$ cat config.mk
export PLATFORM = sky130hd
export DESIGN_NAME = fspd_ctrl
export DESIGN_NICKNAME = d
export VERILOG_FILES = /design/src/rtl/core/fspd_pkg.sv /design/src/rtl/core/fspd_ctrl.sv
export SDC_FILE = /design/constraint.sdc
export NUM_CORES = 1
export LEC_CHECK = 0
export ABC_AREA = 1
export BUFFER_PORTS_ARGS = -buffer_cell sky130_fd_sc_hd__buf_2
export CAP_MARGIN = 20
export CORE_AREA = 2 2 39 41
export CTS_CLUSTER_DIAMETER = 40
export DETAILED_ROUTE_END_ITERATION = 16
export DIE_AREA = 0 0 41 43
export REMOVE_ABC_BUFFERS = 1
export SYNTH_ARGS = -nofsm -noshare
export SYNTH_HDL_FRONTEND = slang
export SYNTH_SLANG_ARGS = --single-unit
export TNS_END_PERCENT = 50
$ cat constraint.sdc
create_clock -name clock -period 1.8 [get_ports clock]
set_clock_uncertainty 0.1 [all_clocks]
set_input_delay 0.09 -clock clock [delete_from_list [all_inputs] [get_ports clock]]
set_output_delay 0.09 -clock clock [all_outputs]
set_load 0.02 [all_outputs]
$ cat src/rtl/core/fspd_pkg.sv
package fspd_pkg;

   localparam int CH_W       = 8;
   localparam int IDX_W      = 8;
   localparam int KEY_W      = 15;
   localparam int CACHE_DEPTH = 32768;
   localparam int ERR_W      = 25;
   localparam int SIDE_W     = 16;
   localparam int DIST_W     = 18;
   localparam int CSR_IDX_W  = 2;
   localparam int CSR_DATA_W = 13;

   localparam logic [1:0] MODE_PIXEL = 2'd0;
   localparam logic [1:0] MODE_LOAD  = 2'd1;
   localparam logic [1:0] MODE_FRAME = 2'd2;

   localparam logic [CSR_IDX_W-1:0] CSR_DITHER_ENABLE = 2'd0;
   localparam logic [CSR_IDX_W-1:0] CSR_PALETTE_SIZE  = 2'd1;
   localparam logic [CSR_IDX_W-1:0] CSR_LINE_WIDTH    = 2'd2;

   localparam logic [8:0]  PALETTE_SIZE_RESET = 9'd256;
   localparam logic [12:0] LINE_WIDTH_RESET   = 13'd640;

   localparam logic [7:0] BUCKET_MASK = 8'hf8;

   localparam logic signed [ERR_W-1:0] W_SEVEN = 25'sd14336;
   localparam logic signed [ERR_W-1:0] W_FIVE  = 25'sd10240;
   localparam logic signed [ERR_W-1:0] W_THREE = 25'sd6144;
   localparam logic signed [ERR_W-1:0] W_ONE   = 25'sd2048;

   typedef struct packed {
      logic take;
      logic clear_step;
      logic hit_take;
      logic search_start;
      logic search_run;
      logic fill;
      logic err;
      logic rd1;
      logic rd2;
      logic rd3;
      logic finish;
   } fspd_cmd_type;

   typedef struct packed {
      logic clear_done;
      logic cache_hit;
      logic search_done;
      logic dither_on;
      logic out_free;
   } fspd_status_type;

endpackage

$ cat src/rtl/core/fspd_ctrl.sv
module fspd_ctrl (
   input  logic                     clock,
   input  logic                     reset,
   input  logic                     req_valid,
   input  logic [1:0]               req_mode,
   input  fspd_pkg::fspd_status_type status,
   output logic                     req_stall,
   output fspd_pkg::fspd_cmd_type    cmd
);

   localparam logic [3:0] ST_CLEAR  = 4'd0;
   localparam logic [3:0] ST_IDLE   = 4'd1;
   localparam logic [3:0] ST_LOOK   = 4'd2;
   localparam logic [3:0] ST_HIT    = 4'd3;
   localparam logic [3:0] ST_SEARCH = 4'd4;
   localparam logic [3:0] ST_FILL   = 4'd5;
   localparam logic [3:0] ST_PAL    = 4'd6;
   localparam logic [3:0] ST_ERR    = 4'd7;
   localparam logic [3:0] ST_RD1    = 4'd8;
   localparam logic [3:0] ST_RD2    = 4'd9;
   localparam logic [3:0] ST_RD3    = 4'd10;
   localparam logic [3:0] ST_DONE   = 4'd11;

   logic [3:0] state_ff;
   logic [3:0] state_in;

   always_ff @(posedge clock) begin
      if (reset) begin
         state_ff <= ST_CLEAR;
      end else begin
         state_ff <= state_in;
      end
   end

   always_comb begin
      state_in = state_ff;
      cmd      = '0;
      unique case (state_ff)
         ST_CLEAR: begin
            cmd.clear_step = 1'b1;
            if (status.clear_done) begin
               state_in = ST_IDLE;
            end
         end
         ST_IDLE: begin
            if (req_valid) begin
               cmd.take = 1'b1;
               if (req_mode == fspd_pkg::MODE_PIXEL) begin
                  state_in = ST_LOOK;
               end else if (req_mode == fspd_pkg::MODE_FRAME) begin
                  state_in = ST_CLEAR;
               end
            end
         end
         ST_LOOK: begin
            state_in = ST_HIT;
         end
         ST_HIT: begin
            if (status.cache_hit) begin
               cmd.hit_take = 1'b1;
               state_in     = ST_PAL;
            end else begin
               cmd.search_start = 1'b1;
               state_in         = ST_SEARCH;
            end
         end
         ST_SEARCH: begin
            cmd.search_run = 1'b1;
            if (status.search_done) begin
               state_in = ST_FILL;
            end
         end
         ST_FILL: begin
            cmd.fill = 1'b1;
            state_in = ST_PAL;
         end
         ST_PAL: begin
            state_in = status.dither_on ? ST_ERR : ST_DONE;
         end
         ST_ERR: begin
            cmd.err  = 1'b1;
            state_in = ST_RD1;
         end
         ST_RD1: begin
            cmd.rd1  = 1'b1;
            state_in = ST_RD2;
         end
         ST_RD2: begin
            cmd.rd2  = 1'b1;
            state_in = ST_RD3;
         end
         ST_RD3: begin
            cmd.rd3  = 1'b1;
            state_in = ST_DONE;
         end
         ST_DONE: begin
            if (status.out_free) begin
               cmd.finish = 1'b1;
               state_in   = ST_IDLE;
            end
         end
         default: begin
            state_in = ST_CLEAR;
         end
      endcase
   end

   assign req_stall = (state_ff != ST_IDLE);

endmodule

==> impl_metrics.env <==
export IMPL_insertion_delay_ns=0.23
export IMPL_vias_per_cell=4.37
export IMPL_synth_xor_area_share_pct=0
export IMPL_cts_resized=0
export IMPL_rrSetupSlack_ns=0.49
export IMPL_grt_usage_pct=13.4
export IMPL_postLayoutCellArea_um2=554
export IMPL_routed_wl_met2_um=503
export IMPL_wl_met1_um=420
export IMPL_place_area_um2=522
export IMPL_htreeDepth=1
export IMPL_yosys_area_share_simple_pct=56.5
export IMPL_fillCellCount=160
export IMPL_clock_sinks=4
export IMPL_ys_seq_elements=4
export IMPL_syn2layout_area_growth_pct=39.7
export IMPL_critical_path_peak_fanout=6
export IMPL_yosysTopAreaCell="dfxtp_1"
export IMPL_maxCapViolCount=0
export IMPL_hold_viol_final=0
export IMPL_grt_pass1_vias=447
export IMPL_setup_violations_final=0
export IMPL_drive_above_1_share_pct=36.4
export IMPL_path_buf_inv=2
export IMPL_core_region_area_um2=1380
export IMPL_postCtsSetupBuffers=0
export IMPL_final_setup_tns_ns=0
export IMPL_largest_reg_flops=4
export IMPL_cp_top_family="flip-flops"
export IMPL_path_clk_slew_ns=0.04
export IMPL_grt_pass1_wl_um=1640
export IMPL_max_stage_delay_ns=0.43
export IMPL_layoutNonFillerInstCount=115
export IMPL_cp_depth=5
export IMPL_ff2ff_path_depth=8
export IMPL_ios=22
export IMPL_synth_compound_area_share_pct=7.26
export IMPL_ant_nets=0
export IMPL_antenna_found_initial=0
export IMPL_row_count=14
export IMPL_min_path_type="in2reg"
export IMPL_cp_start_kind="register"
export IMPL_regArea_um2=80.1
export IMPL_path_cells="nand2_1 > inv_2 > nand2_2 > nor2_4 > buf_2"
export IMPL_drt_initial_drc_count=5
export IMPL_synth_area_um2=397
export IMPL_synth_area_mux_share_pct=0
export IMPL_yosysWarnings=0
export IMPL_layout_setup_ws_ns=0.337
export IMPL_overflow=0
export IMPL_status="completed"
export IMPL_multi_input_area_um2=253
export IMPL_timing_final_crit_share_pct=81.3
export IMPL_post_drt_wl_per_cell_um=8.39
export IMPL_biggestRegsByFlops="state_ff: 4 flops"
export IMPL_synthCells=74
export IMPL_die_h_um=43
export IMPL_critPathCaptureType="output port"
export IMPL_dp_cells=111
export IMPL_dr_total_vias=502
export IMPL_slew_headroom_pct=83.0
export IMPL_numPortBuffers=21
export IMPL_drcViolationCount=0
export IMPL_start_util_pct=28.7
export IMPL_dieArea_um2=1760
export IMPL_critical_path_required_ns=1.61
export IMPL_hold_slack_ns=0.0265
export IMPL_rsz0062_at_grt="no"
export IMPL_die_w_um=41
export IMPL_worstPathArrival_ns=1.27
export IMPL_critical_path_class="reg2out"
export IMPL_final_cell_mix="21 x nand2_1, 21 x buf_2, 14 x nor2_1"
export IMPL_hpwl_um=825
export IMPL_num_antenna_cells=0
export IMPL_r2r_end="state_ff[1]"
export IMPL_ir_drop_mv=0.344
export IMPL_firstDrtPassIters=4
export IMPL_synth_top_cell_area_share_pct=20.2
export IMPL_crit_start="state_ff[1]"
export IMPL_slew_violations=0
export IMPL_place_congestion=0.834
export IMPL_cts_tree="yes"
export IMPL_top_register="state_ff"
export IMPL_leakagePower_uw=0.000334
export IMPL_tightest_slew_ns=0.254
export IMPL_root_buffer="clkbuf_4"
export IMPL_r2r_start="state_ff[1]"
export IMPL_fmax_mhz=683
export IMPL_power_density_nw_per_um2=676
export IMPL_crit_slowest_cell="dfxtp_1"
export IMPL_ys_types=16
export IMPL_endpoint="cmd[8]"
export IMPL_grt_max_degree=7
export IMPL_synth_top_family_by_area="simple AND/OR/NAND/NOR gates"
export IMPL_layout_nets=111
export IMPL_wl_um=965
export IMPL_yosysSeqAreaShare_pct=20.2
export IMPL_clockBufferDepth=2
export IMPL_fin_crit_ns=1.46
export IMPL_cts_made_buffers=3
export IMPL_place_ws_ns=0.504
export IMPL_synth_adder_area_share_pct=0
export IMPL_routed_wl_met3_um=41
export IMPL_highest_signal_layer="met3"
export IMPL_yosys_top_cells_area="dfxtp_1 20%, nand2_1 20%, nor2_1 13%"
export IMPL_syn_area_per_cell_um2=5.36
-- cell type report --
| class | instances | area share, % |
|---|---|---|
| multi-input cells | 53 | 45.6 |
| repair buffers | 22 | 20.8 |
| flip-flops and latches | 4 | 14.4 |
| inverters | 17 | 11.5 |
| clock buffers | 3 | 4.06 |
| well taps | 16 | 3.61 |
-- how the worst min path moves through the flow --
stage / start / to / slack [ns] / depth (start not counted)
detailed placement: reset / state_ff[1] / 0.19 / 2
global route: status[1] / state_ff[2] / 0.04 / 3
global placement: reset / state_ff[1] / 0.19 / 2
CTS: status[1] / state_ff[2] / 0.03 / 3
finish: status[1] / state_ff[2] / 0.03 / 3
floorplan: reset / state_ff[1] / 0.05 / 1
-- cell usage after synthesis, drive strengths merged --
library cell  count
a31oi             1
a21oi             1
nor2             19
nand3             4
dfxtp             4
nand3b            2
inv              17
nand2            22
o21ai             1
o2111ai           1
nor3              2
-- kinds of logic after synthesis --
kind of cell,after synthesis
AO/OA/AOI/OAI,4
buffers and inverters,17
flip-flops,4
AND/OR/NAND/NOR,49
-- power by group --
group	internal (uW)	switching [uW]
Clock	74.7	37.8
Combinational	53.1	99.6
Sequential	97.4	11.9
-- routing by layer --
layer / GRT usage (%) / vias to the layer above
li1: - / 274
met1: 14.8 / 218
met2: 22.5 / 10
met3: 4.71 / 0
met4: 4.00 / 0
met5: 0 / -
-- tightest hold or removal path, delay by kind of cell --
family	cells	cell delay, ns
simple gates	1	0.06
buf+inv	1	0.10
compound gates	1	0.06
-- through the flow --
stage,total power [uW],utilization (%)
finish,374,40.1
global route,408,40.1
CTS,380,40.1
detailed placement,263,37.7
global placement,264,37.7
floorplan,218,-
-- what timing repair did --
action / 4_1_cts / 5_1_grt
hold buffers: 1 / 0
hold endpoints to repair: 2 / 0
setup endpoints to repair: 0 / 0
Power figures use the tool's default switching activity.
